$ cat src/sv/vbtu_pkg.sv
// Shared types, constants and codes of the vCPU breakpoint and trace unit.
package vbtu_pkg;

    // Sizes of the per-vCPU state.
    localparam int NUM_VCPUS = 4;
    localparam int MAX_BP    = 8;

    localparam int VIDX_W = (NUM_VCPUS > 1) ? $clog2(NUM_VCPUS) : 1;
    localparam int SLOT_W = (MAX_BP > 1) ? $clog2(MAX_BP) : 1;
    localparam int CNT_W  = $clog2(MAX_BP + 1);

    // Fixed field widths of the stream words.
    localparam int CMD_W      = 3;
    localparam int VCPU_W     = 2;
    localparam int ADDR_W     = 32;
    localparam int BSLOT_W    = 8;
    localparam int OPC_W      = 8;
    localparam int IN_DATA_W  = 88;
    localparam int OUT_DATA_W = 16;
    localparam int FLAGS_W    = 5;

    // Configuration register indexes.
    localparam int REG_IDX_W = 1;
    localparam logic [REG_IDX_W-1:0] REG_SYSCALL_OPC = 1'd0;
    localparam logic [REG_IDX_W-1:0] REG_RET_OPC     = 1'd1;

    // Bit positions of the trace flags.
    localparam int FL_STEP = 0;
    localparam int FL_CONT = 1;
    localparam int FL_SYSC = 2;
    localparam int FL_RET  = 3;
    localparam int FL_DEAD = 4;

    typedef enum logic [2:0] {
        CMD_CHECK    = 3'd0,
        CMD_ADD_BP   = 3'd1,
        CMD_DEL_BP   = 3'd2,
        CMD_STEP     = 3'd3,
        CMD_CONTINUE = 3'd4,
        CMD_TO_SYSC  = 3'd5,
        CMD_TO_RET   = 3'd6,
        CMD_DEAD     = 3'd7
    } cmd_t;

    typedef enum logic [2:0] {
        ST_OK       = 3'd0,
        ST_IDLE     = 3'd1,
        ST_NO_DEBUG = 3'd2,
        ST_BEYOND   = 3'd3,
        ST_FULL     = 3'd4,
        ST_BAD      = 3'd5
    } status_t;

    typedef enum logic [2:0] {
        RSN_NONE    = 3'd0,
        RSN_BP      = 3'd1,
        RSN_SYSCALL = 3'd2,
        RSN_RET     = 3'd3,
        RSN_TRACE   = 3'd4,
        RSN_DEAD    = 3'd5
    } reason_t;

    typedef enum logic [2:0] {
        S_IDLE,
        S_DECODE,
        S_SCAN_RD,
        S_SCAN_CMP,
        S_SHIFT_RD,
        S_SHIFT_WR,
        S_FINISH
    } state_t;

    // Commands from the controller to the datapath.
    typedef struct packed {
        logic load;
        logic idx_load;
        logic mem_rd;
        logic scan_cmp;
        logic shift_wr;
        logic commit;
    } ctl_t;

    // Status from the datapath to the controller.
    typedef struct packed {
        logic need_scan;
        logic need_shift;
        logic idx_end;
        logic cmp_hit;
        logic out_free;
    } stat_t;

endpackage

$ cat src/sv/vbtu_ctrl.sv
// Sequencer of the vCPU breakpoint and trace unit: decode, table scan, compaction, commit.
module vbtu_ctrl (
    input  logic            clk,
    input  logic            rst_n,
    input  logic            s_axis_tvalid,
    output logic            s_axis_tready,
    input  vbtu_pkg::stat_t stat,
    output vbtu_pkg::ctl_t  ctl
);

    vbtu_pkg::state_t state_reg;
    vbtu_pkg::state_t state_next;

    // State register.
    always_ff @(posedge clk or negedge rst_n)
    begin
        if (!rst_n)
        begin
            state_reg <= vbtu_pkg::S_IDLE;
        end
        else
        begin
            state_reg <= state_next;
        end
    end

    // Next state.
    always_comb
    begin
        state_next = state_reg;
        unique case (state_reg)
            vbtu_pkg::S_IDLE:
            begin
                if (s_axis_tvalid)
                begin
                    state_next = vbtu_pkg::S_DECODE;
                end
            end
            vbtu_pkg::S_DECODE:
            begin
                priority if (stat.need_scan)
                begin
                    state_next = vbtu_pkg::S_SCAN_RD;
                end
                else if (stat.need_shift)
                begin
                    state_next = vbtu_pkg::S_SHIFT_RD;
                end
                else
                begin
                    state_next = vbtu_pkg::S_FINISH;
                end
            end
            vbtu_pkg::S_SCAN_RD:
            begin
                state_next = stat.idx_end ? vbtu_pkg::S_FINISH : vbtu_pkg::S_SCAN_CMP;
            end
            vbtu_pkg::S_SCAN_CMP:
            begin
                state_next = stat.cmp_hit ? vbtu_pkg::S_FINISH : vbtu_pkg::S_SCAN_RD;
            end
            vbtu_pkg::S_SHIFT_RD:
            begin
                state_next = stat.idx_end ? vbtu_pkg::S_FINISH : vbtu_pkg::S_SHIFT_WR;
            end
            vbtu_pkg::S_SHIFT_WR:
            begin
                state_next = vbtu_pkg::S_SHIFT_RD;
            end
            vbtu_pkg::S_FINISH:
            begin
                if (stat.out_free)
                begin
                    state_next = vbtu_pkg::S_IDLE;
                end
            end
            default:
            begin
                state_next = vbtu_pkg::S_IDLE;
            end
        endcase
    end

    // Commands to the datapath.
    always_comb
    begin
        s_axis_tready = (state_reg == vbtu_pkg::S_IDLE);
        ctl.load      = (state_reg == vbtu_pkg::S_IDLE) && s_axis_tvalid;
        ctl.idx_load  = (state_reg == vbtu_pkg::S_DECODE);
        ctl.mem_rd    = ((state_reg == vbtu_pkg::S_SCAN_RD) ||
                         (state_reg == vbtu_pkg::S_SHIFT_RD)) && !stat.idx_end;
        ctl.scan_cmp  = (state_reg == vbtu_pkg::S_SCAN_CMP);
        ctl.shift_wr  = (state_reg == vbtu_pkg::S_SHIFT_WR);
        ctl.commit    = (state_reg == vbtu_pkg::S_FINISH) && stat.out_free;
    end

endmodule

$ cat src/sv/vbtu_dp.sv
// Datapath of the vCPU breakpoint and trace unit: item registers, tables, decision, result.
module vbtu_dp (
    input  logic                                 clk,
    input  logic                                 rst_n,
    input  logic                                 cfg_we,
    input  logic [vbtu_pkg::REG_IDX_W-1:0]       cfg_index,
    input  logic [vbtu_pkg::OPC_W-1:0]           cfg_data,
    input  logic [vbtu_pkg::IN_DATA_W-1:0]       s_axis_tdata,
    input  logic [vbtu_pkg::CMD_W-1:0]           s_axis_tuser,
    output logic                                 m_axis_tvalid,
    input  logic                                 m_axis_tready,
    output logic [vbtu_pkg::OUT_DATA_W-1:0]      m_axis_tdata,
    input  vbtu_pkg::ctl_t                       ctl,
    output vbtu_pkg::stat_t                      stat
);

    // Configuration registers.
    logic [vbtu_pkg::OPC_W-1:0] sys_opc_reg;
    logic [vbtu_pkg::OPC_W-1:0] ret_opc_reg;

    // Registered input word.
    vbtu_pkg::cmd_t               cmd_reg;
    logic [vbtu_pkg::VCPU_W-1:0]  vcpu_reg;
    logic [vbtu_pkg::ADDR_W-1:0]  addr_reg;
    logic [vbtu_pkg::BSLOT_W-1:0] slot_reg;
    logic [vbtu_pkg::OPC_W-1:0]   opc_reg;
    logic [vbtu_pkg::ADDR_W-1:0]  csize_reg;
    logic                         used_reg;
    logic                         dbg_reg;

    // Per-vCPU state.
    logic [vbtu_pkg::CNT_W-1:0]   cnt_reg     [vbtu_pkg::NUM_VCPUS];
    logic [vbtu_pkg::FLAGS_W-1:0] flags_reg   [vbtu_pkg::NUM_VCPUS];
    logic                         stopped_reg [vbtu_pkg::NUM_VCPUS];

    // Breakpoint table memory.
    logic [vbtu_pkg::ADDR_W-1:0]  bp_mem [vbtu_pkg::NUM_VCPUS][vbtu_pkg::MAX_BP];
    logic [vbtu_pkg::ADDR_W-1:0]  rd_data_reg;

    // Walk index and scan result.
    logic [vbtu_pkg::CNT_W-1:0]   idx_reg;
    logic                         found_reg;
    logic [vbtu_pkg::SLOT_W-1:0]  hit_reg;

    // Result register.
    logic                              m_valid_reg;
    logic [vbtu_pkg::OUT_DATA_W-1:0]   out_data_reg;

    // Derived values.
    logic [vbtu_pkg::VIDX_W-1:0]  vidx;
    logic                         bad_vcpu;
    logic [vbtu_pkg::CNT_W-1:0]   n;
    logic [vbtu_pkg::FLAGS_W-1:0] f;
    logic                         slot_ok;
    logic                         addr_in_code;
    logic [vbtu_pkg::SLOT_W-1:0]  rd_slot;
    logic [vbtu_pkg::SLOT_W-1:0]  shift_wr_slot;

    // Decision outputs.
    vbtu_pkg::status_t            res_status;
    vbtu_pkg::reason_t            res_reason;
    logic                         res_proceed;
    logic                         res_destroy;
    logic [vbtu_pkg::CNT_W-1:0]   cnt_new;
    logic [vbtu_pkg::FLAGS_W-1:0] flags_new;
    logic                         stopped_new;
    logic                         add_wr;
    logic [vbtu_pkg::OUT_DATA_W-1:0] res_word;

    assign vidx          = vbtu_pkg::VIDX_W'(vcpu_reg);
    assign bad_vcpu      = (32'(vcpu_reg) >= 32'(vbtu_pkg::NUM_VCPUS));
    assign n             = cnt_reg[vidx];
    assign f             = flags_reg[vidx];
    assign slot_ok       = (32'(slot_reg) < 32'(n)) && (32'(slot_reg) < 32'(vbtu_pkg::MAX_BP));
    assign addr_in_code  = (addr_reg < csize_reg);
    assign rd_slot       = vbtu_pkg::SLOT_W'(idx_reg);
    assign shift_wr_slot = vbtu_pkg::SLOT_W'(idx_reg - vbtu_pkg::CNT_W'(1));

    // Status to the controller.
    always_comb
    begin
        stat.need_scan  = !bad_vcpu &&
                          (((cmd_reg == vbtu_pkg::CMD_CHECK) &&
                            !f[vbtu_pkg::FL_DEAD] && !f[vbtu_pkg::FL_STEP]) ||
                           ((cmd_reg == vbtu_pkg::CMD_ADD_BP) &&
                            used_reg && dbg_reg && addr_in_code));
        stat.need_shift = !bad_vcpu && (cmd_reg == vbtu_pkg::CMD_DEL_BP) &&
                          used_reg && dbg_reg && slot_ok;
        stat.idx_end    = (idx_reg >= n);
        stat.cmp_hit    = (rd_data_reg == addr_reg);
        stat.out_free   = !m_valid_reg || m_axis_tready;
    end

    // Configuration writes.
    always_ff @(posedge clk or negedge rst_n)
    begin
        if (!rst_n)
        begin
            sys_opc_reg <= '0;
            ret_opc_reg <= '0;
        end
        else if (cfg_we)
        begin
            unique case (cfg_index)
                vbtu_pkg::REG_SYSCALL_OPC: sys_opc_reg <= cfg_data;
                vbtu_pkg::REG_RET_OPC:     ret_opc_reg <= cfg_data;
                default:                   sys_opc_reg <= sys_opc_reg;
            endcase
        end
    end

    // Input word capture; fields are unpacked from the lowest bit up.
    always_ff @(posedge clk)
    begin
        if (ctl.load)
        begin
            cmd_reg   <= vbtu_pkg::cmd_t'(s_axis_tuser);
            vcpu_reg  <= s_axis_tdata[1:0];
            addr_reg  <= s_axis_tdata[33:2];
            slot_reg  <= s_axis_tdata[41:34];
            opc_reg   <= s_axis_tdata[49:42];
            csize_reg <= s_axis_tdata[81:50];
            used_reg  <= s_axis_tdata[82];
            dbg_reg   <= s_axis_tdata[83];
        end
    end

    // Walk index: scans start at slot zero, compaction one past the deleted slot.
    always_ff @(posedge clk)
    begin
        if (ctl.idx_load)
        begin
            idx_reg <= stat.need_scan ? '0
                                      : vbtu_pkg::CNT_W'(slot_reg) + vbtu_pkg::CNT_W'(1);
        end
        else if ((ctl.scan_cmp && !stat.cmp_hit) || ctl.shift_wr)
        begin
            idx_reg <= idx_reg + vbtu_pkg::CNT_W'(1);
        end
    end

    // Scan result.
    always_ff @(posedge clk)
    begin
        if (ctl.load)
        begin
            found_reg <= 1'b0;
            hit_reg   <= '0;
        end
        else if (ctl.scan_cmp && stat.cmp_hit)
        begin
            found_reg <= 1'b1;
            hit_reg   <= rd_slot;
        end
    end

    // Breakpoint table: one registered read port, one write port.
    always_ff @(posedge clk)
    begin
        if (ctl.mem_rd)
        begin
            rd_data_reg <= bp_mem[vidx][rd_slot];
        end
        if (ctl.shift_wr)
        begin
            bp_mem[vidx][shift_wr_slot] <= rd_data_reg;
        end
        else if (ctl.commit && add_wr)
        begin
            bp_mem[vidx][vbtu_pkg::SLOT_W'(n)] <= addr_reg;
        end
    end

    // Decision for the item held in the registers.
    always_comb
    begin
        res_status  = vbtu_pkg::ST_OK;
        res_reason  = vbtu_pkg::RSN_NONE;
        res_proceed = 1'b0;
        res_destroy = 1'b0;
        cnt_new     = n;
        flags_new   = f;
        stopped_new = stopped_reg[vidx];
        add_wr      = 1'b0;
        priority if (bad_vcpu)
        begin
            res_status = vbtu_pkg::ST_BAD;
        end
        else if (cmd_reg == vbtu_pkg::CMD_CHECK)
        begin
            priority if (f[vbtu_pkg::FL_DEAD])
            begin
                res_destroy = 1'b1;
                res_reason  = vbtu_pkg::RSN_DEAD;
            end
            else if (f[vbtu_pkg::FL_STEP])
            begin
                flags_new[vbtu_pkg::FL_STEP] = 1'b0;
                res_proceed = 1'b1;
            end
            else if (found_reg)
            begin
                res_reason = vbtu_pkg::RSN_BP;
            end
            else if (f[vbtu_pkg::FL_SYSC])
            begin
                if (opc_reg == sys_opc_reg)
                begin
                    res_reason = vbtu_pkg::RSN_SYSCALL;
                end
                else
                begin
                    res_proceed = 1'b1;
                end
            end
            else if (f[vbtu_pkg::FL_RET])
            begin
                if (opc_reg == ret_opc_reg)
                begin
                    res_reason = vbtu_pkg::RSN_RET;
                end
                else
                begin
                    res_proceed = 1'b1;
                end
            end
            else if (f[vbtu_pkg::FL_CONT])
            begin
                res_proceed = 1'b1;
            end
            else
            begin
                res_reason = vbtu_pkg::RSN_TRACE;
            end
            // Any stop other than a dead vCPU halts it and drops the trace mode.
            if ((res_reason != vbtu_pkg::RSN_NONE) && (res_reason != vbtu_pkg::RSN_DEAD))
            begin
                stopped_new = 1'b1;
                flags_new   = '0;
            end
        end
        else if (!used_reg)
        begin
            res_status = vbtu_pkg::ST_IDLE;
        end
        else if ((cmd_reg == vbtu_pkg::CMD_ADD_BP) || (cmd_reg == vbtu_pkg::CMD_DEL_BP))
        begin
            priority if (!dbg_reg)
            begin
                res_status = vbtu_pkg::ST_NO_DEBUG;
            end
            else if (cmd_reg == vbtu_pkg::CMD_ADD_BP)
            begin
                priority if (!addr_in_code)
                begin
                    res_status = vbtu_pkg::ST_BEYOND;
                end
                else if (!found_reg)
                begin
                    if (32'(n) >= 32'(vbtu_pkg::MAX_BP))
                    begin
                        res_status = vbtu_pkg::ST_FULL;
                    end
                    else
                    begin
                        add_wr  = 1'b1;
                        cnt_new = n + vbtu_pkg::CNT_W'(1);
                    end
                end
                else
                begin
                    // Address already in the table: nothing to do.
                    res_status = vbtu_pkg::ST_OK;
                end
            end
            else
            begin
                if (!slot_ok)
                begin
                    res_status = vbtu_pkg::ST_BAD;
                end
                else
                begin
                    cnt_new = n - vbtu_pkg::CNT_W'(1);
                end
            end
        end
        else if (cmd_reg == vbtu_pkg::CMD_DEAD)
        begin
            flags_new[vbtu_pkg::FL_DEAD] = 1'b1;
        end
        else
        begin
            // Step, continue, run to syscall, run to return.
            if (!stopped_reg[vidx])
            begin
                res_status = vbtu_pkg::ST_BAD;
            end
            else
            begin
                stopped_new = 1'b0;
                flags_new[vbtu_pkg::FL_STEP] = 1'b1;
                if (cmd_reg == vbtu_pkg::CMD_CONTINUE)
                begin
                    flags_new[vbtu_pkg::FL_CONT] = 1'b1;
                end
                else if (cmd_reg == vbtu_pkg::CMD_TO_SYSC)
                begin
                    flags_new[vbtu_pkg::FL_SYSC] = 1'b1;
                end
                else if (cmd_reg == vbtu_pkg::CMD_TO_RET)
                begin
                    flags_new[vbtu_pkg::FL_RET] = 1'b1;
                end
            end
        end
    end

    // Result word, from the highest bit down.
    assign res_word = {1'b0,
                       bad_vcpu ? 4'd0 : 4'(cnt_new),
                       res_destroy,
                       (found_reg && (cmd_reg == vbtu_pkg::CMD_CHECK) && !bad_vcpu)
                           ? 3'(hit_reg) : 3'd0,
                       res_reason,
                       res_proceed,
                       res_status};

    // Per-vCPU state update at commit.
    always_ff @(posedge clk or negedge rst_n)
    begin
        if (!rst_n)
        begin
            for (int i = 0; i < vbtu_pkg::NUM_VCPUS; i++)
            begin
                cnt_reg[i]     <= '0;
                flags_reg[i]   <= '0;
                stopped_reg[i] <= 1'b0;
            end
        end
        else if (ctl.commit && !bad_vcpu)
        begin
            cnt_reg[vidx]     <= cnt_new;
            flags_reg[vidx]   <= flags_new;
            stopped_reg[vidx] <= stopped_new;
        end
    end

    // Output register.
    always_ff @(posedge clk or negedge rst_n)
    begin
        if (!rst_n)
        begin
            m_valid_reg <= 1'b0;
        end
        else if (ctl.commit)
        begin
            m_valid_reg <= 1'b1;
        end
        else if (m_axis_tready)
        begin
            m_valid_reg <= 1'b0;
        end
    end

    always_ff @(posedge clk)
    begin
        if (ctl.commit)
        begin
            out_data_reg <= res_word;
        end
    end

    assign m_axis_tvalid = m_valid_reg;
    assign m_axis_tdata  = out_data_reg;

    // A result is only written into a free or draining output register.
    a_commit_free: assert property (@(posedge clk) disable iff (!rst_n)
        ctl.commit |-> (!m_valid_reg || m_axis_tready))
        else $error("result committed over an unread word");

    // A committed result is offered in the next cycle.
    a_commit_valid: assert property (@(posedge clk) disable iff (!rst_n)
        ctl.commit |=> m_valid_reg)
        else $error("committed result not presented");

    // Compaction only moves entries that lie inside the held table.
    a_shift_range: assert property (@(posedge clk) disable iff (!rst_n)
        ctl.shift_wr |-> ((idx_reg != '0) && (idx_reg < n)))
        else $error("compaction index outside the table");

    // Table reads stay below the entry count.
    a_read_range: assert property (@(posedge clk) disable iff (!rst_n)
        ctl.mem_rd |-> (idx_reg < n))
        else $error("breakpoint read beyond the entry count");

endmodule

$ cat src/sv/vcpu_breakpoint_trace_unit.sv
// Top level of the vCPU breakpoint and trace unit.
// Without a table walk a word goes through accept, decode and finish; a scan (check, add) reads
// and compares the held breakpoints in turn until a hit, and a delete moves each later entry down one slot.
// One word at a time: the next is accepted the cycle after the last result is written, and a
// result is written only once the output register is free or draining.
// Reset (rst_n low, async) clears counts, trace flags, stopped bits, opcode registers and output valid only.
module vcpu_breakpoint_trace_unit (
    input  logic                              clk,
    input  logic                              rst_n,
    // Configuration write port.
    input  logic                              cfg_we,
    input  logic [vbtu_pkg::REG_IDX_W-1:0]    cfg_index,
    input  logic [vbtu_pkg::OPC_W-1:0]        cfg_data,
    // Input words.
    input  logic                              s_axis_tvalid,
    output logic                              s_axis_tready,
    // tdata: vcpu[1:0], address[33:2], bp_slot[41:34], opcode[49:42], code_size[81:50],
    //        vcpu_in_use[82], vcpu_debug_enabled[83], zero[87:84]
    input  logic [vbtu_pkg::IN_DATA_W-1:0]    s_axis_tdata,
    // tuser: cmd[2:0]
    input  logic [vbtu_pkg::CMD_W-1:0]        s_axis_tuser,
    // Result words.
    output logic                              m_axis_tvalid,
    input  logic                              m_axis_tready,
    // tdata: status[2:0], proceed[3], stop_reason[6:4], hit_slot[9:7], destroy_request[10],
    //        bp_count_out[14:11], zero[15]
    output logic [vbtu_pkg::OUT_DATA_W-1:0]   m_axis_tdata
);

    vbtu_pkg::ctl_t  ctl;
    vbtu_pkg::stat_t stat;

    // Sequencer.
    vbtu_ctrl u_ctrl (
        .clk           (clk),
        .rst_n         (rst_n),
        .s_axis_tvalid (s_axis_tvalid),
        .s_axis_tready (s_axis_tready),
        .stat          (stat),
        .ctl           (ctl)
    );

    // Tables, decision and result register.
    vbtu_dp u_dp (
        .clk           (clk),
        .rst_n         (rst_n),
        .cfg_we        (cfg_we),
        .cfg_index     (cfg_index),
        .cfg_data      (cfg_data),
        .s_axis_tdata  (s_axis_tdata),
        .s_axis_tuser  (s_axis_tuser),
        .m_axis_tvalid (m_axis_tvalid),
        .m_axis_tready (m_axis_tready),
        .m_axis_tdata  (m_axis_tdata),
        .ctl           (ctl),
        .stat          (stat)
    );

endmodule
$ cat config.mk
export PLATFORM = sky130hd
export DESIGN_NAME = vcpu_breakpoint_trace_unit
export DESIGN_NICKNAME = d
export VERILOG_FILES = /design/src/sv/vbtu_pkg.sv /design/src/sv/vbtu_ctrl.sv /design/src/sv/vbtu_dp.sv /design/src/sv/vcpu_breakpoint_trace_unit.sv
export SDC_FILE = /design/constraint.sdc
export NUM_CORES = 1
export LEC_CHECK = 0
export BUFFER_PORTS_ARGS = -buffer_cell sky130_fd_sc_hd__buf_2
export CORE_UTILIZATION = 62
export DETAILED_ROUTE_END_ITERATION = 12
export PLACE_DENSITY_LB_ADDON = 0.15
export SYNTH_ARGS = -nofsm -noshare
export SYNTH_HDL_FRONTEND = slang
export SYNTH_HIERARCHICAL = 1
export SYNTH_SLANG_ARGS = --single-unit
$ cat constraint.sdc
create_clock -name clk -period 6.3 [get_ports clk]
set_clock_uncertainty 0.05 [all_clocks]
set_input_delay 0.63 -clock clk [delete_from_list [all_inputs] [get_ports clk]]
set_output_delay 0.63 -clock clk [all_outputs]
set_load 0.01 [all_outputs]
==> reports/qor.yml <==
worst_setup_path:
  crit_top_cell: "buf_4"
  path_class: "reg2reg"
  crit_buf_inv: 2
  crit_path_max_fanout: 20
  startpoint_type: "register"
  slowest_stage: "or4_2"
  worstSetupEndpointType: "register"
  critical_path.top_delay_family: "simple AND/OR/NAND/NOR gates"
  worstPathRequired_ns: 6.59
  worstPathArrival_ns: 5.36
  path_cells: "ha_1 > a21oi_1 > o21ai_0 > a221oi_1 > o211ai_1 > buf_4 > or4_2 > o31a_1 > nor2_4 > buf_4"
  max_stage_delay_ns: 1.04
synthesis:
  synth.area.mux_share: 0.216
  synthFlopType: "edfxtp_1"
  yosysUniqueCellTypes: 74
  synth_xor_area_frac: 0.00980
  synth_compound_area_frac: 0.0149
  ys_top_cells_by_area: "edfxtp_1 67%, mux4_2 14%, mux2_2 4.3%"
  yosysMostFrequentCell: "edfxtp_1"
  syn_area_sq_um: 51900
  synth_seq_cells: 1228
  synth_simple_gate_area_share: 0.0245
  synth_common_cells: "1162 x edfxtp_1, 328 x mux4_2, 198 x mux2_2"
  ys_warn_count: 6
  synth_top_family_by_area: "multiplexers"
  synth_fa_ha_area_frac: 0.0104
  yosysTopAreaCellShare: 0.673
  syn-num-nets: 2742
  synth_cells: 2594
  synth_top_area_cell: "edfxtp_1"
  seq_area_frac_synth: 0.704
  synth_edf_count: 1162
  synthArstFlopShare: 0.0489
  syn_avg_cell_area_sq_um: 20.0
cells_and_area:
  top_register: "u_dp/bp_mem"
  largest_register_ffs: 1024
  fillers: 4903
  drive_gt1_frac: 0.353
  diodes: 0
  syn2layout_area_growth_pct: 10.8
  fin_cells: 3885
  nNetsFinal: 2870
clock_tree:
  root_buffer: "clkbuf_16"
  cts_hold_buf: 0
  path_clk_slew_ns: 0.06
  clkSinkCount: 1228
  htree_levels: 3
  insertion_delay_ns: 0.68
  post_cts_buffers: 0
  cts_tree: "yes"
  post_cts_resized: 0
  numCtsBuffers: 118
  clockBufferDepth: 3
global_route:
  met3_usage: 0.0526
  antenna_found_initial: 6
  grtUsageMet2: 0.457
  grt_pass1_wl_mm: 175
  grt_util_all_layers: 0.287
  grt_overflow_total: 0
  grt_pass1_vias: 26762
  grt-busiest-layer: "met2"
  met1_usage: 0.417
  grt_max_degree: 94
floorplanning:
  die_area_sq_um: 84800
  die_h_um: 291
  rows: 105
  core_sq_um: 82400
  initial_core_util: 0.629
  fp.dieW_um: 291
  io_pins: 123
run_status:
  status: "finished, final reports clean"
detailed_routing:
  wl_mm: 119
  dr_total_vias: 26292
  drc: 0
  routed_via_density: 6.77
  postRouteAntennaNets: 0
  drt_pass1_iterations: 6
  drt_first_iter_violations: 3199
  wl_per_cell_um: 30.6
sta:
  setup_viol: 0
  fmax_ghz: 0.197
  min_period_over_period: 0.806
  slew_headroom: 0.255
  final_max_slew_viol_count: 0
  min_period_ns: 5.08
  tightest_slew_ns: 1.12
  fin_setup_tns_ns: 0
  hold_viol: 0
  whs_ns: 0.0721
  rsz0062_at_grt: "no"
placement:
  dpl.cell_count: 3672
  place.gp.congestion: 0.831
  port_buffers: 117
  dp_hpwl_mm: 71.0
power:
  power.total_mw: 23.1
  vdd_drop_max_uv: 273
  powerDensity_nw_per_um2: 403
  power.leakage_nw: 19.1
min_path:
  hp-class: "in2async"
run:
  cap_violations: 0
==> worst paths after layout <==
kind	from	end	slack, ns	cells after the start
worst max-delay path	u_dp/addr_reg[23]	u_dp/bp_mem[0][160]	1.22	10
worst min-delay path	rst_n	u_dp/ret_opc_reg[0]	0.07	2
worst max register to register	u_dp/addr_reg[23]	u_dp/bp_mem[0][160]	1.22	10
worst min register to register	u_dp/cnt_reg[4]	u_dp/cnt_reg[4]	0.44	2
max in group asynchronous	rst_n	u_ctrl/state_reg[1]	5.58	2
min in group clk	s_axis_tdata[67]	u_dp/csize_reg[17]	0.07	1
==> per-layer routing <==
layer / vias up / part of all wire / wire length (um)
met5: - / 0 / 0
met4: 0 / 0.023 / 2730
met3: 188 / 0.11 / 12500
met2: 1415 / 0.48 / 57500
met1: 13890 / 0.39 / 46100
li1: 10799 / - / -
==> layout make-up <==
type | instances | area, sq um | area share
timing repair buffer | 200 | 1260 | 0.0219
clock inverter | 57 | 453 | 0.00788
tap | 1070 | 1340 | 0.0233
clock buffer | 156 | 3140 | 0.0546
sequential | 1228 | 36500 | 0.636
inverter | 53 | 203 | 0.00353
multi-input combinational | 1121 | 14500 | 0.253
==> power breakdown <==
part | leakage [nW] | switching (mW) | total, mW | internal (mW)
combinational | 6.07 | 2.97 | 5.48 | 2.52
clock | 1.75 | 2.87 | 6.63 | 3.76
sequential | 11.3 | 0.691 | 11.0 | 10.3
==> logic make-up (layout without fill, tap and decap cells) <==
| kind of cell | after synthesis | after routing |
|---|---|---|
| flops | 1228 | 1228 |
| mux | 646 | 646 |
| simple gates | 246 | 246 |
| buf+inv | 245 | 466 |
| compound gates | 127 | 127 |
| xor+xnor | 58 | 58 |
| fa+ha+maj | 43 | 43 |
| other cells | 1 | 1 |
==> worst reg2reg max path, cell delays in order (launching register included) <==
cell and delay [ns]:
edfxtp_1 0.78, ha_1 0.36, a21oi_1 0.14, o21ai_0 0.10
a221oi_1 0.29, o211ai_1 0.15, buf_4 0.24, or4_2 1.06
o31a_1 0.36, nor2_4 0.73, buf_4 0.46
==> placed cells by master, fill, tap and decap left out, drive strengths merged, types with 9 or more instances in the layout <==
cell type / instances
nor3: 14
xor2: 52
a21oi: 33
dfrtp: 60
clkinv: 49
edfxtp: 1162
and3: 9
nor4: 22
mux4: 328
clkbuf: 156
mux2: 309
ha: 43
nand3: 12
mux2i: 9
nand2b: 15
o21ai: 52
nand2: 76
nand4: 9
buf: 200
nor2: 61
inv: 54
==> metrics by stage <==
| stage | instance area, sq um | setup slack [ns] | util |
|---|---|---|---|
| final | 57400 | 1.22 | 0.697 |
| after global routing | 57400 | 1.06 | 0.697 |
| after CTS | 57400 | 1.22 | 0.697 |
| after detailed placement | 53900 | 1.26 | 0.654 |
| after global placement | 53900 | 1.29 | 0.654 |
| after floorplan | 51900 | 1.51 | - |
Note: power is estimated with default switching activity, not from simulation.
